**src/sgti_pkg.sv**
```systemverilog
// ============================================================================
// sgti_pkg
// Shared types and constants for the UV-sphere triangle index generator.
// ============================================================================
`default_nettype none

package sgti_pkg;

    // Parameter defaults
    localparam int DEF_MAX_SLICES = 256;
    localparam int DEF_MAX_STACKS = 256;
    localparam int DEF_INDEX_BITS = 16;

    // Fixed field widths
    localparam int CFG_W      = 9;
    localparam int VERTEX_W   = 16;
    localparam int REGION_W   = 2;
    localparam int APB_ADDR_W = 3;
    localparam int APB_DATA_W = 32;

    // Register reset values
    localparam logic [CFG_W-1:0] SLICE_COUNT_RESET = 9'd32;
    localparam logic [CFG_W-1:0] STACK_COUNT_RESET = 9'd24;

    // Register index, taken from paddr[2]
    localparam logic REG_SLICE_COUNT = 1'b0;
    localparam logic REG_STACK_COUNT = 1'b1;

    // Region codes on the result word
    localparam logic [REGION_W-1:0] REGION_TOP = 2'd0;
    localparam logic [REGION_W-1:0] REGION_MID = 2'd1;
    localparam logic [REGION_W-1:0] REGION_BOT = 2'd2;

    typedef enum logic [2:0] {
        PH_TOP = 3'b001,
        PH_MID = 3'b010,
        PH_BOT = 3'b100
    } phase_t;

    typedef struct packed {
        logic [CFG_W-1:0] slice_count;
        logic [CFG_W-1:0] stack_count;
        logic             restart;      // pulses on any register write
    } cfg_t;

    typedef struct packed {
        logic [VERTEX_W-1:0] vertex_first;
        logic [VERTEX_W-1:0] vertex_second;
        logic [VERTEX_W-1:0] vertex_third;
        logic [REGION_W-1:0] region;
        logic                last_triangle;
    } tri_t;

endpackage

`default_nettype wire

```
**src/sgti_if.sv**
```systemverilog
// ============================================================================
// sgti_if
// Valid/ready channels: request words in, triangle words out.
// ============================================================================
`default_nettype none

interface sgti_req_if;
    logic valid;
    logic ready;
    logic restart;

    modport source (output valid, output restart, input ready);
    modport sink   (input valid, input restart, output ready);
endinterface

interface sgti_tri_if;
    logic                           valid;
    logic                           ready;
    logic [sgti_pkg::VERTEX_W-1:0]  vertex_first;
    logic [sgti_pkg::VERTEX_W-1:0]  vertex_second;
    logic [sgti_pkg::VERTEX_W-1:0]  vertex_third;
    logic [sgti_pkg::REGION_W-1:0]  region;
    logic                           last_triangle;

    modport source (output valid, output vertex_first, output vertex_second,
                    output vertex_third, output region, output last_triangle,
                    input ready);
    modport sink   (input valid, input vertex_first, input vertex_second,
                    input vertex_third, input region, input last_triangle,
                    output ready);
endinterface

`default_nettype wire

```
**src/sgti_apb_regs.sv**
```systemverilog
// ============================================================================
// sgti_apb_regs
// APB register file: slice_count at 0x0, stack_count at 0x4.
// ============================================================================
`default_nettype none

module sgti_apb_regs (
    input  wire logic                              clk,
    input  wire logic                              rst_n,
    input  wire logic                              psel,
    input  wire logic                              penable,
    input  wire logic                              pwrite,
    input  wire logic [sgti_pkg::APB_ADDR_W-1:0]   paddr,
    input  wire logic [sgti_pkg::APB_DATA_W-1:0]   pwdata,
    output logic      [sgti_pkg::APB_DATA_W-1:0]   prdata,
    output logic                                   pready,
    output sgti_pkg::cfg_t                         cfg
);

    logic [sgti_pkg::CFG_W-1:0] slice_count_reg;
    logic [sgti_pkg::CFG_W-1:0] stack_count_reg;
    logic                       wr_en;

    assign pready = 1'b1;
    assign wr_en  = psel && penable && pwrite && pready;

    always_ff @(posedge clk or negedge rst_n)
    begin
        if (!rst_n)
        begin
            slice_count_reg <= sgti_pkg::SLICE_COUNT_RESET;
            stack_count_reg <= sgti_pkg::STACK_COUNT_RESET;
        end
        else if (wr_en)
        begin
            unique case (paddr[2])
                sgti_pkg::REG_SLICE_COUNT: slice_count_reg <= pwdata[sgti_pkg::CFG_W-1:0];
                sgti_pkg::REG_STACK_COUNT: stack_count_reg <= pwdata[sgti_pkg::CFG_W-1:0];
                default:                   ;
            endcase
        end
    end

    always_comb
    begin
        unique case (paddr[2])
            sgti_pkg::REG_SLICE_COUNT: prdata = sgti_pkg::APB_DATA_W'(slice_count_reg);
            sgti_pkg::REG_STACK_COUNT: prdata = sgti_pkg::APB_DATA_W'(stack_count_reg);
            default:                   prdata = '0;
        endcase
    end

    assign cfg.slice_count = slice_count_reg;
    assign cfg.stack_count = stack_count_reg;
    assign cfg.restart     = wr_en;

endmodule

`default_nettype wire

```
**src/sgti_walker.sv**
```systemverilog
// ============================================================================
// sgti_walker
// Mesh walk state and the combinational triangle/next-state logic.
// ============================================================================
`default_nettype none

module sgti_walker #(
    parameter int MAX_SLICES = sgti_pkg::DEF_MAX_SLICES,
    parameter int MAX_STACKS = sgti_pkg::DEF_MAX_STACKS,
    parameter int INDEX_BITS = sgti_pkg::DEF_INDEX_BITS
) (
    input  wire logic           clk,
    input  wire logic           rst_n,
    input  wire sgti_pkg::cfg_t cfg,
    input  wire logic           step,
    input  wire logic           restart,
    output sgti_pkg::tri_t      result
);

    localparam int SW = $clog2(MAX_SLICES + 1);   // effective slice count
    localparam int KW = $clog2(MAX_SLICES);       // slice position
    localparam int TW = $clog2(MAX_STACKS + 1);   // effective stack count
    localparam int BW = $clog2(MAX_STACKS);       // band position
    localparam int IW = INDEX_BITS;

    sgti_pkg::phase_t phase_reg, phase_cur, phase_next;
    logic [KW-1:0]    pos_reg, pos_cur, pos_next;
    logic [BW-1:0]    band_reg, band_cur, band_next;
    logic [IW-1:0]    upper_reg, upper_cur, upper_next;
    logic [IW-1:0]    lower_reg, lower_cur, lower_next;
    logic             half_reg, half_cur, half_next;

    logic [SW-1:0]    s_eff;
    logic [TW-1:0]    t_eff;
    logic [IW-1:0]    first_ring;
    logic [KW-1:0]    k;
    logic [KW-1:0]    n;
    logic [SW-1:0]    k_inc;
    logic             wrap;
    logic [TW-1:0]    band_inc;
    logic [IW-1:0]    kx, nx, va, vb, vc;

    // Clamp the registers to their legal ranges
    always_comb
    begin
        if (cfg.slice_count < sgti_pkg::CFG_W'(3))
            s_eff = SW'(3);
        else if (32'(cfg.slice_count) > 32'(MAX_SLICES))
            s_eff = SW'(MAX_SLICES);
        else
            s_eff = SW'(cfg.slice_count);

        if (cfg.stack_count < sgti_pkg::CFG_W'(2))
            t_eff = TW'(2);
        else if (32'(cfg.stack_count) > 32'(MAX_STACKS))
            t_eff = TW'(MAX_STACKS);
        else
            t_eff = TW'(cfg.stack_count);
    end

    assign first_ring = IW'(1) + IW'(s_eff);

    // Restart request overrides the stored walk position
    always_comb
    begin
        if (restart)
        begin
            phase_cur = sgti_pkg::PH_TOP;
            pos_cur   = '0;
            band_cur  = '0;
            upper_cur = IW'(1);
            lower_cur = first_ring;
            half_cur  = 1'b0;
        end
        else
        begin
            phase_cur = phase_reg;
            pos_cur   = pos_reg;
            band_cur  = band_reg;
            upper_cur = upper_reg;
            lower_cur = lower_reg;
            half_cur  = half_reg;
        end
    end

    always_comb
    begin
        if (SW'(pos_cur) >= s_eff)
            k = KW'(s_eff - SW'(1));
        else
            k = pos_cur;
        k_inc    = SW'(k) + SW'(1);
        wrap     = (k_inc == s_eff);
        n        = wrap ? '0 : KW'(k_inc);
        kx       = IW'(k);
        nx       = IW'(n);
        band_inc = TW'(band_cur) + TW'(1);
    end

    always_comb
    begin
        phase_next = phase_cur;
        pos_next   = pos_cur;
        band_next  = band_cur;
        upper_next = upper_cur;
        lower_next = lower_cur;
        half_next  = half_cur;
        result.last_triangle = 1'b0;

        unique case (phase_cur)
            sgti_pkg::PH_MID:
            begin
                result.region = sgti_pkg::REGION_MID;
                if (!half_cur)
                begin
                    va        = lower_cur + kx;
                    vb        = lower_cur + nx;
                    vc        = upper_cur + nx;
                    half_next = 1'b1;
                end
                else
                begin
                    va        = lower_cur + kx;
                    vb        = upper_cur + nx;
                    vc        = upper_cur + kx;
                    half_next = 1'b0;
                    if (wrap)
                    begin
                        pos_next   = '0;
                        band_next  = BW'(band_inc);
                        upper_next = upper_cur + IW'(s_eff);
                        lower_next = lower_cur + IW'(s_eff);
                        if (band_inc >= t_eff - TW'(2))
                            phase_next = sgti_pkg::PH_BOT;
                    end
                    else
                    begin
                        pos_next = n;
                    end
                end
            end
            sgti_pkg::PH_BOT:
            begin
                result.region = sgti_pkg::REGION_BOT;
                va = lower_cur;
                vb = lower_cur - IW'(1) - kx;
                vc = lower_cur - IW'(1) - nx;
                if (wrap)
                begin
                    result.last_triangle = 1'b1;
                    phase_next = sgti_pkg::PH_TOP;
                    pos_next   = '0;
                    band_next  = '0;
                    upper_next = IW'(1);
                    lower_next = first_ring;
                    half_next  = 1'b0;
                end
                else
                begin
                    pos_next = n;
                end
            end
            default:
            begin
                // top fan; unused phase codes fall here as well
                result.region = sgti_pkg::REGION_TOP;
                va = '0;
                vb = IW'(1) + kx;
                vc = IW'(1) + nx;
                if (wrap)
                begin
                    pos_next   = '0;
                    band_next  = '0;
                    half_next  = 1'b0;
                    upper_next = IW'(1);
                    lower_next = first_ring;
                    phase_next = (t_eff > TW'(2)) ? sgti_pkg::PH_MID : sgti_pkg::PH_BOT;
                end
                else
                begin
                    pos_next = n;
                end
            end
        endcase

        result.vertex_first  = sgti_pkg::VERTEX_W'(va);
        result.vertex_second = sgti_pkg::VERTEX_W'(vb);
        result.vertex_third  = sgti_pkg::VERTEX_W'(vc);
    end

    always_ff @(posedge clk or negedge rst_n)
    begin
        if (!rst_n)
        begin
            phase_reg <= sgti_pkg::PH_TOP;
            pos_reg   <= '0;
            band_reg  <= '0;
            upper_reg <= IW'(1);
            lower_reg <= IW'(1) + IW'(sgti_pkg::SLICE_COUNT_RESET);
            half_reg  <= 1'b0;
        end
        else if (cfg.restart)
        begin
            phase_reg <= sgti_pkg::PH_TOP;
            pos_reg   <= '0;
            band_reg  <= '0;
            upper_reg <= IW'(1);
            lower_reg <= first_ring;
            half_reg  <= 1'b0;
        end
        else if (step)
        begin
            phase_reg <= phase_next;
            pos_reg   <= pos_next;
            band_reg  <= band_next;
            upper_reg <= upper_next;
            lower_reg <= lower_next;
            half_reg  <= half_next;
        end
    end

endmodule

`default_nettype wire

```
**src/sphere_grid_triangle_index_generator_core.sv**
```systemverilog
// Pipeline: a request word goes into the input register; when the result register
//   is free the walker steps and its triangle word is loaded into the output register.
// Throughput: one triangle per cycle unless the output stalls; the walker updates its
//   counters and ring offsets combinationally, so every such cycle can take a new request.
// Reset: rst_n clears both pipeline valids and puts the walk at the first
//   top-fan triangle with slice_count 32 and stack_count 24.
// ============================================================================
// sphere_grid_triangle_index_generator_core
// UV-sphere triangle index generator: one triangle word per request word.
// ============================================================================
`default_nettype none

module sphere_grid_triangle_index_generator_core #(
    parameter int MAX_SLICES = sgti_pkg::DEF_MAX_SLICES,
    parameter int MAX_STACKS = sgti_pkg::DEF_MAX_STACKS,
    parameter int INDEX_BITS = sgti_pkg::DEF_INDEX_BITS
) (
    input  wire logic                              clk,
    input  wire logic                              rst_n,
    // configuration port
    input  wire logic                              psel,
    input  wire logic                              penable,
    input  wire logic                              pwrite,
    input  wire logic [sgti_pkg::APB_ADDR_W-1:0]   paddr,
    input  wire logic [sgti_pkg::APB_DATA_W-1:0]   pwdata,
    output logic      [sgti_pkg::APB_DATA_W-1:0]   prdata,
    output logic                                   pready,
    // channels
    sgti_req_if.sink                               request,
    sgti_tri_if.source                             triangle
);

    sgti_pkg::cfg_t cfg;
    sgti_pkg::tri_t walk_result;
    sgti_pkg::tri_t out_tri_reg;

    // input stage
    logic s1_valid_reg, s1_valid_next;
    logic s1_restart_reg;
    // output stage
    logic out_valid_reg, out_valid_next;

    logic out_free;     // result register can take a word this cycle
    logic step;         // walker produces a triangle this cycle
    logic req_take;

    sgti_apb_regs u_regs (
        .clk     (clk),
        .rst_n   (rst_n),
        .psel    (psel),
        .penable (penable),
        .pwrite  (pwrite),
        .paddr   (paddr),
        .pwdata  (pwdata),
        .prdata  (prdata),
        .pready  (pready),
        .cfg     (cfg)
    );

    sgti_walker #(
        .MAX_SLICES (MAX_SLICES),
        .MAX_STACKS (MAX_STACKS),
        .INDEX_BITS (INDEX_BITS)
    ) u_walker (
        .clk     (clk),
        .rst_n   (rst_n),
        .cfg     (cfg),
        .step    (step),
        .restart (s1_restart_reg),
        .result  (walk_result)
    );

    // Handshake: the input stage drains whenever the result register is empty
    // or being taken, so request.ready stays high through back-to-back traffic.
    assign out_free      = !out_valid_reg || triangle.ready;
    assign step          = s1_valid_reg && out_free;
    assign request.ready = !s1_valid_reg || step;
    assign req_take      = request.valid && request.ready;

    always_comb
    begin
        s1_valid_next = s1_valid_reg;
        if (req_take)
            s1_valid_next = 1'b1;
        else if (step)
            s1_valid_next = 1'b0;

        out_valid_next = out_valid_reg;
        if (step)
            out_valid_next = 1'b1;
        else if (triangle.ready)
            out_valid_next = 1'b0;
    end

    always_ff @(posedge clk or negedge rst_n)
    begin
        if (!rst_n)
        begin
            s1_valid_reg  <= 1'b0;
            out_valid_reg <= 1'b0;
        end
        else
        begin
            s1_valid_reg  <= s1_valid_next;
            out_valid_reg <= out_valid_next;
        end
    end

    // payload registers, no reset
    always_ff @(posedge clk)
    begin
        if (req_take)
            s1_restart_reg <= request.restart;
        if (step)
            out_tri_reg <= walk_result;
    end

    assign triangle.valid         = out_valid_reg;
    assign triangle.vertex_first  = out_tri_reg.vertex_first;
    assign triangle.vertex_second = out_tri_reg.vertex_second;
    assign triangle.vertex_third  = out_tri_reg.vertex_third;
    assign triangle.region        = out_tri_reg.region;
    assign triangle.last_triangle = out_tri_reg.last_triangle;

    // ------------------------------------------------------------------------
    // Assertions
    // ------------------------------------------------------------------------

    // Only a bottom-fan triangle can close the mesh.
    a_last_is_bottom: assert property (@(posedge clk) disable iff (!rst_n)
        (triangle.valid && triangle.last_triangle) |->
            (triangle.region == sgti_pkg::REGION_BOT))
        else $error("last_triangle outside bottom fan");

    // Top fan always starts at the pole vertex.
    a_top_uses_pole: assert property (@(posedge clk) disable iff (!rst_n)
        (triangle.valid && triangle.region == sgti_pkg::REGION_TOP) |->
            (triangle.vertex_first == '0))
        else $error("top fan triangle not anchored at pole");

    // A word held in the input stage behind a stalled output is not lost.
    a_stage_holds: assert property (@(posedge clk) disable iff (!rst_n)
        (s1_valid_reg && out_valid_reg && !triangle.ready) |=>
            (s1_valid_reg && $stable(s1_restart_reg)))
        else $error("input stage dropped a word during stall");

    // The walker only steps when the result register accepts its word.
    a_step_loads: assert property (@(posedge clk) disable iff (!rst_n)
        step |=> out_valid_reg)
        else $error("walker stepped without loading a result");

endmodule

`default_nettype wire

```
**src/flat_wrapper.sv**
```systemverilog
// flat-port wrapper written by rule: the top's interface ports become plain ports
module sphere_grid_triangle_index_generator_core_flat 
#(
    parameter int MAX_SLICES = sgti_pkg::DEF_MAX_SLICES,
    parameter int MAX_STACKS = sgti_pkg::DEF_MAX_STACKS,
    parameter int INDEX_BITS = sgti_pkg::DEF_INDEX_BITS
)
  (clk, rst_n, psel, penable, pwrite, paddr, pwdata, prdata, pready, request_valid, request_restart, request_ready, triangle_valid, triangle_vertex_first, triangle_vertex_second, triangle_vertex_third, triangle_region, triangle_last_triangle, triangle_ready);
  sgti_req_if request_i ();
  sgti_tri_if triangle_i ();
  input  wire logic clk;
  input  wire logic rst_n;
  input  wire logic psel;
  input  wire logic penable;
  input  wire logic pwrite;
  input  wire logic [sgti_pkg::APB_ADDR_W-1:0] paddr;
  input  wire logic [sgti_pkg::APB_DATA_W-1:0] pwdata;
  output logic      [sgti_pkg::APB_DATA_W-1:0] prdata;
  output logic pready;
  input wire logic [$bits(request_i.valid)-1:0] request_valid;
  input wire logic [$bits(request_i.restart)-1:0] request_restart;
  output wire logic [$bits(request_i.ready)-1:0] request_ready;
  output wire logic [$bits(triangle_i.valid)-1:0] triangle_valid;
  output wire logic [$bits(triangle_i.vertex_first)-1:0] triangle_vertex_first;
  output wire logic [$bits(triangle_i.vertex_second)-1:0] triangle_vertex_second;
  output wire logic [$bits(triangle_i.vertex_third)-1:0] triangle_vertex_third;
  output wire logic [$bits(triangle_i.region)-1:0] triangle_region;
  output wire logic [$bits(triangle_i.last_triangle)-1:0] triangle_last_triangle;
  input wire logic [$bits(triangle_i.ready)-1:0] triangle_ready;
  assign request_i.valid = request_valid;
  assign request_i.restart = request_restart;
  assign request_ready = request_i.ready;
  assign triangle_valid = triangle_i.valid;
  assign triangle_vertex_first = triangle_i.vertex_first;
  assign triangle_vertex_second = triangle_i.vertex_second;
  assign triangle_vertex_third = triangle_i.vertex_third;
  assign triangle_region = triangle_i.region;
  assign triangle_last_triangle = triangle_i.last_triangle;
  assign triangle_i.ready = triangle_ready;
  sphere_grid_triangle_index_generator_core #(.MAX_SLICES(MAX_SLICES), .MAX_STACKS(MAX_STACKS), .INDEX_BITS(INDEX_BITS)) u_core (.clk(clk), .rst_n(rst_n), .psel(psel), .penable(penable), .pwrite(pwrite), .paddr(paddr), .pwdata(pwdata), .prdata(prdata), .pready(pready), .request(request_i), .triangle(triangle_i));
endmodule
```
**config.mk**
```make
export PLATFORM = sky130hd
export DESIGN_NAME = sphere_grid_triangle_index_generator_core_flat
export DESIGN_NICKNAME = d
export VERILOG_FILES = /design/src/sgti_pkg.sv /design/src/sgti_if.sv /design/src/sgti_apb_regs.sv /design/src/sgti_walker.sv /design/src/sphere_grid_triangle_index_generator_core.sv /design/src/flat_wrapper.sv
export SDC_FILE = /design/constraint.sdc
export NUM_CORES = 1
export LEC_CHECK = 0
export BUFFER_PORTS_ARGS = -buffer_cell sky130_fd_sc_hd__buf_4
export CAP_MARGIN = 25
export CORE_MARGIN = 2
export CORE_UTILIZATION = 55
export DETAILED_ROUTE_END_ITERATION = 8
export PLACE_DENSITY_LB_ADDON = 0.1
export SETUP_SLACK_MARGIN = 0.5
export SYNTH_ARGS = -nofsm -noshare
export SYNTH_HDL_FRONTEND = slang
export SYNTH_SLANG_ARGS = --single-unit
```
**constraint.sdc**
```tcl
create_clock -name clk -period 9.4 [get_ports clk]
set_input_delay 0 -clock clk [delete_from_list [all_inputs] [get_ports clk]]
set_output_delay 0 -clock clk [all_outputs]
set_load 0.005 [all_outputs]
```
# ---- Word level (Yosys, flattened, before mapping)
# Cells that the tools add are included.
dict set report totals {
  regBits 124
}
dict set report classes {
  add_sub_neg 16
  n_lt_le_gt_ge 7
  n_eq_ne 3
  n_mux 61
  bitwise 1
  n_reduce_logical 13
}
# operator n
set ops {}
lappend ops {{$mux 16} 16}
lappend ops {{$mux 8} 15}
lappend ops {{$pmux 16 s2} 3}
lappend ops {{$add 16x8->16} 4}
lappend ops {{$pmux 32 s2} 1}
lappend ops {{$mux 9} 4}
lappend ops {{$add 16x9->16} 2}
lappend ops {{$sub 16x8->16} 2}
lappend ops {{$mux 3} 9}
lappend ops {{$add 1x8->9 const A} 2}
lappend ops {{$add 8x1->9 const B} 2}
lappend ops {{$gt 9x9->1 const B} 2}
lappend ops {{$lt 9x2->1 const B} 2}
lappend ops {{$sub 16x1->16 const B} 1}
lappend ops {{$mux 1} 11}
lappend ops {{$add 1x9->10 const A} 1}
lappend ops {{$eq 9x9->1} 1}
lappend ops {{$ge 8x9->1} 1}
lappend ops {{$ge 9x9->1} 1}
lappend ops {{$gt 9x2->1 const B} 1}
lappend ops {{$sub 9x2->9 const B} 1}
lappend ops {{$sub 8x1->8 const B} 1}
lappend ops {{$pmux 3 s2} 1}
lappend ops {{$reduce_bool 2->1} 3}
lappend ops {{other kinds (8)} 14}

# ---- Depth between registers and ports, before layout
dict set report depth {
  ltp_word 13
  mapped_depth 42
  mapped_depth_nobuf 34
}

# ---- By module
# From an unflattened synthesis, not the netlist that was laid out.
dict set report hier_totals {
  hier_cells 1519
  hier_area_um2 12510.7
}
# module n_inst cells_per_inst area_each_um2 seq_area_each_um2
set by_module_without_submodules {}
lappend by_module_without_submodules {sgti_walker 1 1383 9828.2 1306.3}
lappend by_module_without_submodules {sphere_grid_triangle_index_generator_core 1 60 1665.3 1611.5}
lappend by_module_without_submodules {sgti_apb_regs 1 76 1017.2 454.2}

# ---- Worst setup path before layout
# No wires, ideal clock.
dict set report synth_timing {
  kind {register -> register}
  startpoint {register u_core.s1_restart_reg}
  endpoint {register u_core.out_tri_reg, in the netlist u_core.triangle.vertex_second[6] (data pin)}
  setup_ns 0.261
  t_arrival_ns 8.691
  required_time_ns 9.139
  setup_slack_ns 0.448
  stages_incl_launch_ff 40
  period_less_slack_ns 8.952
  path_cell_list {edfxtp_1 > buf_1 > clkbuf_1 > clkbuf_1 > clkbuf_1 > clkbuf_1 > buf_1 > nor2b_1 > ha_1 > a21oi_1 > o21ai_1 > a221oi_4 > clkbuf_1 > o21ai_0 > inv_1 > ha_1 > inv_1 > a211oi_1 > [4 not listed] > o21a_1 > buf_6 > nor2_8 > inv_2 > buf_6 > clkbuf_1 > nand2_1 > xnor2_1 > ha_1 > nand2b_1 > maj3_1 > maj3_1 > maj3_1 > nor2_1 > nor3b_1 > xnor2_1 > a21oi_1 > a221o_1}
}
# item line_no
set synth_rtl {}
lappend synth_rtl {{start: declaration} sphere_grid_triangle_index_generator_core.sv:39} ;# logic s1_restart_reg;
lappend synth_rtl {{start signal: assignment} sphere_grid_triangle_index_generator_core.sv:113} ;# s1_restart_reg <= request.restart;
lappend synth_rtl {{end signal: assignment} sphere_grid_triangle_index_generator_core.sv:115} ;# out_tri_reg <= walk_result;
lappend synth_rtl {{end: declaration} sphere_grid_triangle_index_generator_core.sv:35} ;# sgti_pkg::tri_t out_tri_reg;

==> summary.md <==
| Metric | Value |
|---|---|
| Sequential share of the synthesized area | `27.1%` |
| Drt drc | `0` |
| Fill count | `1904` |
| Total gr overflow | `0` |
| Arrival time at the worst endpoint | `between 8 and 9 ns` |
| Top cell type's share of synthesized area | `13.1%` |
| Worst-path clk slew | `0.06 ns` |
| Critical Path Start Type | `flip-flop` |
| Global Route Usage Sum | `around 36%` |
| Largest net degree at the start of global routing | `75` |
| Vias in the first global route | `11500` |
| Row Count | `54` |
| Netlist Area Pre-Place | `12400 um2` |
| Cts bufs inserted | `17` |
| Status | `finished clean` |
| DP HPWL | `30.7 mm` |
| Worst relative slew slack | `35.6%` |
| Final Skew | `0.0142 ns` |
| Yosys Warn Count | `0` |
| Minimum clock period | `about 8.4 ns` |
| PwrDens | `269 nW/um2` |
| Full die area | `23800 um2` |
| Max H-tree Level | `4` |
| Iteration-0 DRC count of the detailed router | `1279` |
| Initial Utilization | `approximately 56%` |
| Core Box Area | `between 20000 and 25000 um2` |
| Placer Congestion | `a little under 1` |
| Fin. max-slew vios | `0` |
| CP required | `about 9.5 ns` |
| Max clock buf depth | `2` |
| Skew-Pair Late Insertion Delay | `0.44 ns` |
| Critical setup path kind | `reg2reg` |
| WL final | `42.4 mm` |
| Fin area | `14100 um2` |
| Leak | `approximately 6.1 nW` |
| F_max | `between 100 and 150 MHz` |
| Placed Area | `~13000 um2` |
| Syn_area_per_cell | `about 8.2 um2` |
| Ys flop type | `dfrtp_1` |
| Final Hold Fails | `0` |
| Post-synth EDFFs | `52` |
| Antenna-violating nets left | `0` |
| RSZ-0062 raised after global routing | `no` |
| Top cells by area, synth | `dfrtp_1, edfxtp_1, ha_1` |
| Max-cap viol count | `0` |
| Initial antenna violation count | `0` |
| Multi-input gate area | `8380 um2` |
| Synth async-reset ratio | `around three fifths` |
| Distinct cells, synth | `just under 90` |
| Hold Path Class | `in2reg` |
| Final critical-path share of the clock period | `89.2%` |
| CP max FO | `22` |
| Post-synth top area cell | `dfrtp_1` |
| Syn Inst Count | `approximately 1500` |
| CTS root buf | `clkbuf_16` |
| FF/Latch Area | `3370 um2` |
| Critical path capture point type | `flip-flop` |
| Drt pass-1 iters | `5` |
| Nets | `1725` |
| CP max stage cell | `dfrtp_1` |
| Worst ir drop on vdd | `155 uV` |
| Post-route setup TNS | `0 ns` |
| Crit-path max cell delay | `0.69 ns` |
| Share of layout cells above drive strength 1 | `13.6%` |
| Worst-Margin Slew | `approximately 0.96 ns` |
| Final hold slack | `0.157 ns` |
| DR vias | `roughly 12000` |
| ANT cells | `0` |
| P&R area growth vs syn | `13.5%` |
| IO Pins | `129` |
| Routed length per instance | `between 20 and 25 um` |
| Clock sink count | `124` |
| Chip width | `154 um` |
| CTS tree | `yes` |
| # port buffers | `between 70 and 80` |
| Die Ht | `154 um` |
| Setup Viol. Count Final | `0` |
| Via/cell ratio | `6.52` |
| Seq cells post-synth | `124` |
| Global-route wire length before repair | `between 60 and 70 mm` |
| Flop-to-flop setup slack | `1.02 ns` |
final timing paths:
kind,cells past startpoint,from,to
max,32,u_core.u_regs.slice_count_reg[8],u_core.triangle.vertex_second[13]
min,3,penable,u_core.u_walker.lower_reg[5]
max reg2reg,32,u_core.u_regs.slice_count_reg[8],u_core.triangle.vertex_second[13]
min reg2reg,2,u_core.u_walker.upper_reg[0],u_core.u_walker.upper_reg[0]
max in group asynchronous,4,rst_n,u_core.u_regs.slice_count_reg[5]
min in group asynchronous,3,rst_n,u_core.triangle.valid
critical path: cells and delay by family (launching register included):
family	cells	cell delay [ns]
AOI/OAI and AO/OA	15	3.12
and+or+nand+nor	6	1.81
buffers and inverters	7	1.23
adders and majority gates	3	0.88
DFF	1	0.69
muxes	1	0.37
cells by family (layout without fill, tap and decap cells):
kind of cell	after synthesis	in the layout	synth area share [%]
xor+xnor	118	118	8.65
mux	48	48	4.13
simple gates	480	480	18.9
compound gates	466	466	24.7
other cells	2	25	0.0604
fa+ha+maj	95	95	9.89
flops	124	124	27.1
buf+inv	184	249	6.50
report_power, final:
part	leakage, nW	switching (mW)	internal (mW)	total, mW
registers	1.44	0.0785	0.668	0.746
logic	4.37	1.38	0.979	2.36
clock network	0.281	0.300	0.397	0.697
total	6.10	1.76	2.04	3.80
final cells by class:
class / instances / share of cell area [%]
Inverter: 80 / 2.13
Clock inverter: 14 / 1.15
Multi-Input combinational cell: 1232 / 59.4
Sequential cell: 124 / 23.9
Tap cell: 280 / 2.48
Clock buffer: 18 / 3.04
Timing Repair Buffer: 137 / 7.84
layout by cell type, fill, tap and decap left out, drive strengths merged, types with 38 or more instances in the layout:
| cell | count |
|---|---|
| ha | 83 |
| xnor2 | 84 |
| a21o | 38 |
| nand2 | 117 |
| a21oi | 121 |
| o21ai | 90 |
| buf | 122 |
| edfxtp | 52 |
| dfrtp | 65 |
| nor2b | 43 |
| nor2 | 141 |
| inv | 84 |
cell usage after synthesis, types with 31 or more instances:
| master | instances |
|---|---|
| xor2_1 | 31 |
| nor2b_1 | 43 |
| inv_1 | 76 |
| o21ai_0 | 82 |
| xnor2_1 | 84 |
| nand3_1 | 37 |
| a21oi_1 | 121 |
| dfrtp_1 | 65 |
| edfxtp_1 | 52 |
| a21o_1 | 38 |
| ha_1 | 83 |
| nand2_1 | 117 |
| clkbuf_1 | 61 |
| nor3_1 | 32 |
| nor2_1 | 139 |
repair_timing:
item / in CTS / in global routing
setup buffers: 0 / 1
endpoints found under the hold margin: 87 / 7
hold buffers: 14 / 1
resized for setup: 0 / 10
endpoints found under the setup margin: 0 / 20
routing by layer:
metal	vias to the layer above	track usage, %	routed length, um
li1	5651	-	-
met1	5869	49.8	18100
met3	81	7.85	4560
met4	0	12.6	1190
met5	-	0	0
met2	694	54.8	18500
through the flow:
stage	cells	utilization [%]	setup WS, ns	power (mW)
after global routing	1885	64.0	0.521	4.05
after detailed placement	1835	60.2	0.791	3.01
after CTS	1881	63.5	0.723	3.72
final	1885	64.0	1.02	3.80
after global placement	1835	60.2	0.931	2.98
after floorplan	1540	-	0.624	2.43
(Power assumes the default switching activity.)
